### src/rtl/utf8_dec_pkg.sv
// ----------------------------------------------------------------------------
// utf8_dec_pkg
// shared types and constants of the six-byte utf-8 byte stream decoder
// ----------------------------------------------------------------------------
package utf8_dec_pkg;

    // byte transaction from the stream source
    typedef struct packed {
        logic [7:0] data_byte;
        logic       end_of_stream;
    } byte_item_t;

    // decoded code point transaction
    typedef struct packed {
        logic [31:0] code_point;
        logic [1:0]  status;
    } cp_item_t;

    // decoder state carried between bytes
    typedef struct packed {
        logic [31:0] accumulator;
        logic [2:0]  bytes_remaining;
    } dec_state_t;

    // status codes
    localparam logic [1:0] STATUS_OK  = 2'd0;
    localparam logic [1:0] STATUS_BAD = 2'd1;
    localparam logic [1:0] STATUS_EOF = 2'd2;

    // lead byte upper bounds per sequence length
    localparam logic [7:0] LEAD_ONE_MAX   = 8'd127;
    localparam logic [7:0] LEAD_TWO_MAX   = 8'd223;
    localparam logic [7:0] LEAD_THREE_MAX = 8'd239;
    localparam logic [7:0] LEAD_FOUR_MAX  = 8'd247;
    localparam logic [7:0] LEAD_FIVE_MAX  = 8'd251;
    localparam logic [7:0] LEAD_SIX_MAX   = 8'd253;

    // payload offsets removed from lead and continuation bytes
    localparam logic [31:0] BASE_TWO   = 32'd192;
    localparam logic [31:0] BASE_THREE = 32'd224;
    localparam logic [31:0] BASE_FOUR  = 32'd240;
    localparam logic [31:0] BASE_FIVE  = 32'd248;
    localparam logic [31:0] BASE_SIX   = 32'd252;
    localparam logic [31:0] CONT_BASE  = 32'd128;

endpackage

### src/rtl/utf8_dec_step.sv
// ----------------------------------------------------------------------------
// utf8_dec_step
// per-byte decode step: next state and optional result from one byte
// ----------------------------------------------------------------------------
module utf8_dec_step
    import utf8_dec_pkg::*;
(
    input  byte_item_t item,
    input  dec_state_t state_cur,
    output dec_state_t state_nxt,
    output logic       emit,
    output cp_item_t   result
);

    logic [31:0] byte_ext;
    logic [31:0] acc_shift;
    logic [2:0]  rem_dec;

    assign byte_ext  = {24'd0, item.data_byte};
    assign acc_shift = {state_cur.accumulator[25:0], 6'd0} + (byte_ext - CONT_BASE);
    assign rem_dec   = state_cur.bytes_remaining - 3'd1;

    always_comb
    begin
        state_nxt         = state_cur;
        emit              = 1'b0;
        result.code_point = 32'd0;
        result.status     = STATUS_OK;
        if (item.end_of_stream)
        begin
            // partial sequence dropped
            state_nxt     = '0;
            emit          = 1'b1;
            result.status = STATUS_EOF;
        end
        else if (state_cur.bytes_remaining != 3'd0)
        begin
            // continuation bytes are not checked
            state_nxt.bytes_remaining = rem_dec;
            if (rem_dec == 3'd0)
            begin
                state_nxt.accumulator = 32'd0;
                emit                  = 1'b1;
                result.code_point     = acc_shift;
            end
            else
            begin
                state_nxt.accumulator = acc_shift;
            end
        end
        else if (item.data_byte <= LEAD_ONE_MAX)
        begin
            emit              = 1'b1;
            result.code_point = byte_ext;
        end
        else if (item.data_byte <= LEAD_TWO_MAX)
        begin
            // stray continuation bytes land here too, wrapping below zero
            state_nxt.accumulator     = byte_ext - BASE_TWO;
            state_nxt.bytes_remaining = 3'd1;
        end
        else if (item.data_byte <= LEAD_THREE_MAX)
        begin
            state_nxt.accumulator     = byte_ext - BASE_THREE;
            state_nxt.bytes_remaining = 3'd2;
        end
        else if (item.data_byte <= LEAD_FOUR_MAX)
        begin
            state_nxt.accumulator     = byte_ext - BASE_FOUR;
            state_nxt.bytes_remaining = 3'd3;
        end
        else if (item.data_byte <= LEAD_FIVE_MAX)
        begin
            state_nxt.accumulator     = byte_ext - BASE_FIVE;
            state_nxt.bytes_remaining = 3'd4;
        end
        else if (item.data_byte <= LEAD_SIX_MAX)
        begin
            state_nxt.accumulator     = byte_ext - BASE_SIX;
            state_nxt.bytes_remaining = 3'd5;
        end
        else
        begin
            state_nxt     = '0;
            emit          = 1'b1;
            result.status = STATUS_BAD;
        end
    end

endmodule

### src/rtl/utf8_byte_stream_decoder.sv
// ----------------------------------------------------------------------------
// utf8_byte_stream_decoder
// byte-serial decoder for the original six-byte utf-8 form
// ----------------------------------------------------------------------------
// usage
//  - byte channel: byte_valid / byte_stall / byte_item carry one raw byte or
//    an end-of-stream marker per transaction
//  - code point channel: cp_valid / cp_stall / cp_item carry one decoded
//    code point with a status (ok, bad lead byte, end of stream)
//  - a transaction completes on a rising edge with valid high and stall low
//  - a completing byte waits in the input register, then its result is
//    held in the result register
//  - throughput: one byte per cycle while byte_stall is low; the only loop is
//    the accumulator update, a 6-bit shift and one 32-bit add
//  - bytes that only extend a sequence produce no result transaction
//  - while cp_stall holds a result, bytes that complete no code point still
//    pass through; the next completing byte waits in the input register
//    and byte_stall rises until the result slot frees
//  - reset clears the decoder state and both valid flags at once
// ----------------------------------------------------------------------------
module utf8_byte_stream_decoder
    import utf8_dec_pkg::*;
(
    input  logic       clk,
    input  logic       rst_n,
    input  logic       byte_valid,
    output logic       byte_stall,
    input  byte_item_t byte_item,
    output logic       cp_valid,
    input  logic       cp_stall,
    output cp_item_t   cp_item
);

    // input register
    logic       in_vld_reg;
    byte_item_t in_item_reg;

    // decoder state
    dec_state_t state_reg;
    dec_state_t state_next;

    // result register
    logic       out_vld_reg;
    cp_item_t   out_item_reg;

    logic       step_emit;
    cp_item_t   step_result;
    logic       out_free;
    logic       advance;

    utf8_dec_step u_step (
        .item      (in_item_reg),
        .state_cur (state_reg),
        .state_nxt (state_next),
        .emit      (step_emit),
        .result    (step_result)
    );

    // result slot can take a new transaction this cycle
    assign out_free = !out_vld_reg || !cp_stall;

    // held byte moves through the decode step; bytes with no result never wait
    assign advance = in_vld_reg && (out_free || !step_emit);

    // input register is blocked only when its byte cannot advance
    assign byte_stall = in_vld_reg && !advance;

    assign cp_valid = out_vld_reg;
    assign cp_item  = out_item_reg;

    always_ff @(posedge clk or negedge rst_n)
    begin
        if (!rst_n)
        begin
            in_vld_reg  <= 1'b0;
            out_vld_reg <= 1'b0;
            state_reg   <= '0;
        end
        else
        begin
            // input stage
            if (byte_valid && !byte_stall)
            begin
                in_vld_reg <= 1'b1;
            end
            else if (advance)
            begin
                in_vld_reg <= 1'b0;
            end

            // decoder state follows each decoded byte
            if (advance)
            begin
                state_reg <= state_next;
            end

            // result stage
            if (advance && step_emit)
            begin
                out_vld_reg <= 1'b1;
            end
            else if (!cp_stall)
            begin
                out_vld_reg <= 1'b0;
            end
        end
    end

    // payload registers, no reset
    always_ff @(posedge clk)
    begin
        if (byte_valid && !byte_stall)
        begin
            in_item_reg <= byte_item;
        end
        if (advance && step_emit)
        begin
            out_item_reg <= step_result;
        end
    end

endmodule
### config.mk
export PLATFORM = sky130hd
export DESIGN_NAME = utf8_byte_stream_decoder
export DESIGN_NICKNAME = d
export VERILOG_FILES = /design/src/rtl/utf8_dec_pkg.sv /design/src/rtl/utf8_dec_step.sv /design/src/rtl/utf8_byte_stream_decoder.sv
export SDC_FILE = /design/constraint.sdc
export NUM_CORES = 1
export LEC_CHECK = 0
export ABC_AREA = 1
export BUFFER_PORTS_ARGS = -buffer_cell sky130_fd_sc_hd__buf_4
export CORE_MARGIN = 2
export CORE_UTILIZATION = 51
export DETAILED_ROUTE_END_ITERATION = 7
export GPL_TIMING_DRIVEN = 0
export PLACE_DENSITY = 0.7
export RECOVER_POWER = 50
export SYNTH_ARGS = -nofsm -noshare
export SYNTH_HDL_FRONTEND = slang
export SYNTH_SLANG_ARGS = --single-unit
### constraint.sdc
create_clock -name clk -period 7.25 [get_ports clk]
set_clock_uncertainty 0.15 [all_clocks]
set_input_delay 1.45 -clock clk [delete_from_list [all_inputs] [get_ports clk]]
set_output_delay 1.45 -clock clk [all_outputs]
set_load 0.005 [all_outputs]
Word-level counts from Yosys, hierarchy flattened:

Cells that the tools add are included.

* output and inout port bits: 36
* register bits: 74
* RAM bits: 0
* bits of input ports: 13
* memories: 0
* ROM bits: 0
* word-level logic and storage cells: 73
* bits in latches: 0

* reductions and logical operators: 16
* muxes and demuxes: 32
* magnitude comparators: 6
* multiply operators: 0
* div/mod/pow operators: 0
* bitwise operators: 0
* shift-type cells: 0
* equality and inequality tests: 2
* add/subtract/negate cells: 8

Operators by type and width (number)
* 29-bit 2-to-1 mux: 8
* 32-bit 2-to-1 mux: 2
* 8-bit by 8-bit subtractor with 9-bit output (second input constant): 6
* 8-bit <= comparator (second input constant): 5
* 32-bit adder: 1
* 26-bit 2-to-1 mux: 1
* 1-bit 2-to-1 mux: 14
* 2-bit 2-to-1 mux: 6
* 8-bit by 7-bit <= comparator with 1-bit output (second input constant): 1
* 8-bit 2-to-1 mux: 1
* 7-bit OR reduction: 1
* 1-bit logical NOT: 5
* 1-bit logical AND: 4
* 3-bit logical NOT: 1
* 3-bit by 2-bit inequality test with 1-bit output (second input constant): 1
* 3-bit nonzero test: 1
* 3-bit by 1-bit subtractor with 3-bit output (second input constant): 1
* 1-bit logical OR: 2
* 2-bit by 1-bit inequality test with 1-bit output (second input constant): 1
* 2-bit AND reduction: 1
* 2-bit nonzero test: 1

Logic depth before layout (Yosys ltp):

Gate-level depths: netlist (run 1).

* depth in word-level cells: 17
* gate-level depth with buffers: 16
* gate-level depth less buffers: 15

Modules after synthesis:

From an unflattened synthesis (run 1), not the netlist that was laid out.

* cell total of the unflattened synthesis: 885
* area total of the unflattened synthesis: 6147.1 um^2

Modules (own cells, without submodules)
* utf8_dec_step: seq. area each 0.0 um^2, cells each 678, times used 1, area each 3329.4 um^2
* utf8_byte_stream_decoder: seq. area each 2217.1 um^2, cells each 207, times used 1, area each 2817.7 um^2

Least setup slack after synthesis (run 1):

OpenSTA, ideal clock, no wires.

* path type: register -> output
* start: register in_item_reg[8] (netlist bit)
* end: output port byte_stall
* cell stages (with the launch flop): 12
* path buffers: 1
* data required time: 5.650 ns
* path slack: 3.620 ns
* data arrival time: 2.030 ns
* path through: edfxtp_1 -> buf_4 -> inv_1 -> ha_1 -> nand2_1 -> o21bai_1 -> nand2_1 -> nand2_1 -> nor2_1 -> nand2_2 -> nand3_1 -> inv_1

* longest elaborated chain between the ends: 14
* elaborated cells on any way between the ends: 19
* classes of those cells: order compare (6); mux (8); reduce/logical (5)

Ends and longest elaborated chain
* start, declared: line utf8_byte_stream_decoder.sv:36 `byte_item_t in_item_reg;`
* start signal, assigned: line utf8_byte_stream_decoder.sv:114 `in_item_reg <= byte_item;`
* 8-bit <= comparator: line utf8_dec_step.sv:77 `else if (item.data_byte <= LEAD_SIX_MAX)`
* 1-bit 2-to-1 mux: line utf8_dec_step.sv:77
* 1-bit 2-to-1 mux: line utf8_dec_step.sv:72 `else if (item.data_byte <= LEAD_FIVE_MAX)`
* 1-bit 2-to-1 mux: line utf8_dec_step.sv:67 `else if (item.data_byte <= LEAD_FOUR_MAX)`
* 1-bit 2-to-1 mux: line utf8_dec_step.sv:62 `else if (item.data_byte <= LEAD_THREE_MAX)`
* 1-bit 2-to-1 mux: line utf8_dec_step.sv:56 `else if (item.data_byte <= LEAD_TWO_MAX)`
* 1-bit 2-to-1 mux *: line utf8_dec_step.sv:51 `else if (item.data_byte <= LEAD_ONE_MAX)`
* 1-bit 2-to-1 mux *: line utf8_dec_step.sv:36 `else if (state_cur.bytes_remaining != 3'd0)`
* 1-bit 2-to-1 mux *: line utf8_dec_step.sv:29 `if (item.end_of_stream)`
* 1-bit logical NOT *: line utf8_byte_stream_decoder.sv:63 `assign advance = in_vld_reg && (out_free || !step_emit);`
* 1-bit logical OR *: line utf8_byte_stream_decoder.sv:63
* 1-bit logical AND *: line utf8_byte_stream_decoder.sv:63
* 1-bit logical NOT *: line utf8_byte_stream_decoder.sv:66 `assign byte_stall = in_vld_reg && !advance;`
* 1-bit logical AND *: line utf8_byte_stream_decoder.sv:66
* end, declared: line utf8_byte_stream_decoder.sv:27 `output logic byte_stall,`

Every way passes the cells marked *; elsewhere a longest branch is shown, timed or not.

Worst setup path in the final report (run 1):

Ends and elaborated chain as after synthesis.

==> run_results.csv, run 1 <==
group,metric,value,unit
cts,h-tree-depth,3,
synth,seq_area_frac_synth,38.6,%
pwr,p_leak,3.06,nW
setup_path,critPathBufInv,4,
setup_path,timing.reg2reg.setup_slack,3.52,ns
synth,netlist_area,5360,um2
final_layout,drive_gt1_share,11.1,%
final_layout,nFillCells,976,
pwr,max-vdd-ir-drop,0.197,mV
cts,cts.clk_slew.worst_paths,0.08,ns
floorplanning,die_area,11300,um2
drt,routedWlPerCell,15.4,um
cts,clockRootBuffer,"clkbuf_8",
grt,antenna_found_initial,0,
setup_path,crit_path_start_kind,"register",
place,hpwl,10.8,mm
final_layout,finalNetCount,840,
setup_path,crit_slowest_cell,"inv_1",
cts,cts_sinks,74,
cts,clock_latency,0.36,ns
setup_path,critical-path-top-delay-family,"buffers and inverters",
drt,remaining_drc_errors,0,
drt,vias,4937,
final_layout,largest_reg_flops,34,
synth,synth_cell_types,36,
floorplanning,coreArea,10300,um2
grt,grt-ovfl-total,0,
status,violations,"max-capacitance violations, max-slew violations",
floorplanning,rows,37,
cts,cts_setup_buffers,0,
timing,hold_viol_final,0,
timing,finalCritPeriodShare,65.6,%
timing,rsz0062_at_grt,"no",
floorplanning,io_pins,49,
timing,drv_slew,32,
synth,synth-seq-cells,74,
hold_path,hold_path_class,"register to register",
timing,timing.fmax,210,MHz
grt,grt_max_degree,35,
cts,cts_hold_buffers,0,
drt,drtIter0Drc,317,
synth,avgSynthCellArea,7.36,um2
timing,holdWs,0.345,ns
drt,ant_nets,0,
setup_path,crit_chain,"clkbuf_1 -> inv_1 -> ha_1 -> nand2_1 -> o21bai_1 -> nand2_1 -> nand2_1 -> nor2_1 -> nand2_2 -> nand3_1 -> inv_1 -> buf_4",
setup_path,worstPathRequired,5.65,ns
drt,routed_wl,14.3,mm
setup_path,cp-end-kind,"output port",
setup_path,path_max_fanout,30,
setup_path,critPathArrivalTime,3.15,ns
cts,tritoncts,"done",
floorplanning,dieHeight,107,um
final_layout,multi_input_area,2840,um2
drt,viasPerCell,5.32,
synth,syn_inst,728,
status,status,"finished with violations",
final_layout,diodes,0,
grt,grt_pass1_wl,23.3,mm
cts,clk_path_buf_depth,2,
place,place.gp.congestion,0.928,
timing,tns,0,ns
cts,ctsResizeCount,0,
synth,synthesis.nets,781,
grt,grt_usage,26.4,%
flow_run,cap_violations,1,
setup_path,cpPeakStageDelay,0.90,ns
setup_path,cpMostUsedCell,"nand2_1",
timing,setup_viol,0,
timing,tightest_slew,1.90,ns
drt,drt-pass1-iter-count,6,
final_layout,regArea,2070,um2
setup_path,crit_type,"register to output port",
floorplanning,start_util,52.1,%
cts,cts_made_buffers,9,
grt,grt_pass1_vias,4741,
final_layout,area_delta_synth_final,13.5,%
timing,slew_headroom,-26.6,%
pwr,power_density,370,nW/um2
synth,synth_warnings,0,
timing,fin_crit,4.75,ns
floorplanning,dieWidth,107,um
place,portBuffers,48,
-- report_power, final --
group / switching, W / internal [W] / total [W]
sequential: 0.0000691 / 0.000588 / 0.000657
clock: 0.000162 / 0.000192 / 0.000354
combinational: 0.000822 / 0.000416 / 0.00124
-- cells by family after synthesis --
| family | after synthesis | share of synthesized area (%) |
|---|---|---|
| flops | 74 | 38.6 |
| fa+ha+maj | 40 | 9.48 |
| simple gates | 405 | 32.5 |
| buf+inv | 109 | 8.29 |
| compound gates | 86 | 8.87 |
| xor+xnor | 14 | 2.29 |
-- worst min-delay path, stage by stage, from the launching register on --
cell and delay, ns:
dfrtp_1 0.35, nand2_1 0.06, nand2_1 0.05
-- layout make-up --
| class | count | area share (%) |
|---|---|---|
| inverters | 94 | 5.80 |
| flip-flops and latches | 74 | 34.0 |
| well taps | 136 | 2.80 |
| clock inverters | 6 | 1.34 |
| repair buffers | 48 | 5.86 |
| multi-input cells | 545 | 46.7 |
| clock buffers | 10 | 2.10 |
| plain buffers | 15 | 1.44 |
-- routing by layer --
metal | global-route usage (%) | share of wire [%] | up-vias
li1 | - | - | 2472
met1 | 35.5 | 44 | 2268
met2 | 43.1 | 48 | 166
met3 | 3.37 | 5.6 | 31
met4 | 11.0 | 2.5 | 0
met5 | 0 | 0 | -
-- synthesized netlist by cell type --
cell | instances | area [um2]
a211oi_1 | 2 | 15.0
a21o_1 | 1 | 7.51
a21oi_1 | 38 | 190
a31o_2 | 1 | 8.76
a31oi_1 | 1 | 6.26
buf_2 | 1 | 5.00
buf_4 | 3 | 22.5
buf_6 | 3 | 33.8
clkbuf_1 | 8 | 30.0
dfrtp_1 | 31 | 776
edfxtp_1 | 43 | 1290
fa_1 | 1 | 20.0
ha_1 | 39 | 488
inv_1 | 93 | 349
inv_2 | 1 | 3.75
nand2_1 | 249 | 935
nand2_2 | 5 | 31.3
nand2_4 | 2 | 22.5
nand3_1 | 43 | 215
nand3_2 | 3 | 30.0
nand3_4 | 1 | 17.5
nand3b_1 | 6 | 45.0
nand4_1 | 9 | 56.3
nor2_1 | 69 | 259
nor2_2 | 4 | 25.0
nor2_4 | 3 | 33.8
nor2_8 | 1 | 20.0
nor3_1 | 9 | 45.0
o211ai_1 | 2 | 15.0
o21ai_0 | 34 | 170
o21ai_4 | 1 | 16.3
o21bai_1 | 5 | 37.5
o32ai_1 | 1 | 8.76
or2_2 | 1 | 6.26
xnor2_1 | 5 | 43.8
xor2_1 | 9 | 78.8
-- path summary, 6_finish.rpt --
path,from,end,depth (start not counted)
setup / recovery,in_item_reg[8]$_DFFE_PP_,byte_stall,12
setup reg to reg,in_item_reg[8]$_DFFE_PP_,cp_item[22]$_SDFFCE_PP0P_,11
hold reg to reg,state_reg[24]$_DFFE_PN0P_,state_reg[24]$_DFFE_PN0P_,2
min in group asynchronous,rst_n,state_reg[2]$_DFFE_PN0P_,1
max in group asynchronous,rst_n,state_reg[27]$_DFFE_PN0P_,1
hold / removal,state_reg[24]$_DFFE_PN0P_,state_reg[24]$_DFFE_PN0P_,2
-- layout by cell type, fill, tap and decap left out, types with 11 or more instances in the layout --
master	n
nand2_1	249
edfxtp_1	43
ha_1	39
nor2_1	70
clkbuf_4	44
dfrtp_1	31
a21oi_1	38
nand3_1	44
clkbuf_1	11
inv_1	92
o21ai_0	34
-- metrics by stage --
stage	power, W	instances	area, um2	util [%]	setup WS (ns)
final	0.00225	928	6080	59.2	2.50
after floorplan	0.00151	728	5360	-	3.62
after CTS	0.00225	928	6100	59.3	2.58
after global placement	0.00188	912	5890	57.3	3.05
after detailed placement	0.00189	912	5890	57.3	3.03
after global routing	0.00243	928	6080	59.2	2.25
No activity file was read; power rests on OpenSTA's default activity.
==> run 2: changes to the inputs <==
==> constraint.sdc (replaced) <==
create_clock -name clk -period 4.95 [get_ports clk]
set_clock_uncertainty 0.15 [all_clocks]
set_input_delay 0.99 -clock clk [delete_from_list [all_inputs] [get_ports clk]]
set_output_delay 0.99 -clock clk [all_outputs]
set_load 0.005 [all_outputs]
==> run 2 against run 1 <==
  * The flow still finishes with violations (max-capacitance violations, max-slew violations)
  * Combinational power increased by 46%
  * Count of clock-buffer cells in the layout is the same
  * Sequential share of layout area is the same
  * Worst setup slack worse by 1.9 ns
  * Non-clock buffer count is the same
  * Clock power grew 47%
  * Die area is the same
  * First-iteration DRC count shrank 0.95%
  * Hold slack hardly changed
  * Total power rose by 47%
  * Routed wire length about the same
  * Critical path type unchanged
  * Highest routed layer unchanged
==> run_results.csv, run 2 (synthesized netlist as in run 1, its figures left out) <==
group,metric,value,unit
final_layout,finalNetCount,840,
timing,drv_slew,32,
grt,grt_pass1_vias,4745,
drt,routed_wl,14.3,mm
timing,rsz0062_at_grt,"no",
final_layout,area_delta_synth_final,13.5,%
floorplanning,start_util,52.1,%
setup_path,reg2reg_to,"cp_item[22]$_SDFFCE_PP0P_",
place,place_area,5890,um2
pwr,power_density,542,nW/um2
drt,routedWlPerCell,15.4,um
hold_path,holdPathEnd,"state_reg[24]$_DFFE_PN0P_",
cts,cts_sinks,74,
cts,cts_hold_buffers,0,
cts,clock_latency,0.36,ns
floorplanning,io_pins,49,
grt,grt-ovfl-total,0,
drt,viasPerCell,5.34,
setup_path,reg2reg_depth,11,
setup_path,crit-reg2reg-launch,"in_item_reg[8]$_DFFE_PP_",
status,status,"finished with violations",
setup_path,cp-end-kind,"output port",
drt,vias,4955,
cts,h-tree-depth,3,
setup_path,crit_type,"register to output port",
setup_path,critPathArrivalTime,3.17,ns
hold_path,hold_path_class,"register to register",
floorplanning,rows,37,
cts,ctsResizeCount,0,
pwr,max-vdd-ir-drop,0.288,mV
hold_path,worstHoldStart,"state_reg[24]$_DFFE_PN0P_",
timing,timing.fmax,232,MHz
final_layout,final_common_cell,"nand2_1",
grt,grt_pass1_wl,23.3,mm
grt,antenna_found_initial,0,
cts,tritoncts,"done",
place,hpwl,10.8,mm
floorplanning,dieHeight,107,um
pwr,p_leak,3.06,nW
hold_path,hold_path_depth,2,
final_layout,drive_gt1_share,11.1,%
flow_run,cap_violations,1,
grt,grt_usage,26.4,%
drt,ant_nets,0,
timing,hold_viol_final,0,
place,portBuffers,48,
place,place.gp.congestion,0.928,
floorplanning,coreArea,10300,um2
final_layout,largest_reg_flops,34,
drt,remaining_drc_errors,0,
final_layout,mostFrequentLayoutCells,"nand2_1 (249), inv_1 (92), nor2_1 (70)",
cts,clk_path_buf_depth,2,
timing,tightest_slew,1.91,ns
timing,holdWs,0.345,ns
setup_path,worstPathRequired,3.81,ns
timing,fin_crit,4.31,ns
timing,finalCritPeriodShare,87.1,%
timing,tns,0,ns
floorplanning,die_area,11300,um2
drt,drtIter0Drc,314,
grt,grt_max_degree,35,
cts,cts.clk_slew.worst_paths,0.08,ns
final_layout,diodes,0,
setup_path,path_max_fanout,30,
cts,clockRootBuffer,"clkbuf_8",
drt,drt-pass1-iter-count,6,
cts,cts_setup_buffers,0,
timing,slew_headroom,-27.4,%
floorplanning,dieWidth,107,um
final_layout,final_area,6080,um2
timing,setup_viol,0,
setup_path,timing.reg2reg.setup_slack,1.21,ns
cts,cts_made_buffers,9,
status,violations,"max-capacitance violations, max-slew violations",
setup_path,crit_path_start_kind,"register",
## run 2: cell counts in the layout (fill, tap and decap cells not counted)
Identical to the previous run, type by type.
## run 2: routing by layer
layer	wire length [um]	GRT usage [%]	up-vias
li1	-	-	2473
met1	6330	35.5	2275
met2	6810	43.0	178
met3	831	3.37	29
met4	335	11.0	0
met5	0	0	-
## run 2: area by class of cell
type,instances,area [um2]
tap,136,170
multi-input combinational,545,2840
inverter,94,353
fill,976,4190
sequential,74,2070
clock inverter,6,81.3
clock buffer,10,128
timing repair buffer,48,357
buffer,15,87.6
## run 2: how the worst max path moves through the flow
stage / from / end / slack (ns) / cells past startpoint
floorplan: in_item_reg[8]$_DFFE_PP_ / cp_item[0]$_SDFFCE_PP0P_ / 1.78 / 11
global placement: in_item_reg[8]$_DFFE_PP_ / cp_item[13]$_SDFFCE_PP0P_ / 0.94 / 11
detailed placement: in_item_reg[8]$_DFFE_PP_ / cp_item[16]$_SDFFCE_PP0P_ / 0.89 / 11
CTS: in_item_reg[8]$_DFFE_PP_ / byte_stall / 0.74 / 12
global route: in_item_reg[8]$_DFFE_PP_ / byte_stall / 0.41 / 12
finish: in_item_reg[8]$_DFFE_PP_ / byte_stall / 0.64 / 12
## run 2: critical path: stages (launching register included)
cell and delay [ns]:
edfxtp_1 0.40, clkbuf_1 0.22, inv_1 0.90, ha_1 0.32, nand2_1 0.07, o21bai_1 0.25
nand2_1 0.09, nand2_1 0.09, nor2_1 0.07, nand2_2 0.09, nand3_1 0.12, inv_1 0.08
buf_4 0.10
## run 2: power breakdown
group,internal [W],switching [W],leakage [nW],total [W]
combinational,0.000609,0.00121,2.14,0.00181
sequential,0.000861,0.000101,0.816,0.000962
clock,0.000281,0.000239,0.105,0.000520
## run 2: metrics by stage
step                utilization [%]  total power [W]  setup slack [ns]  instances
floorplan                         -          0.00222              1.78        728
global placement               57.3          0.00275             0.945        912
detailed placement             57.3          0.00277             0.888        912
CTS                            59.3          0.00330             0.740        928
global route                   59.2          0.00356             0.407        928
finish                         59.2          0.00330             0.640        928
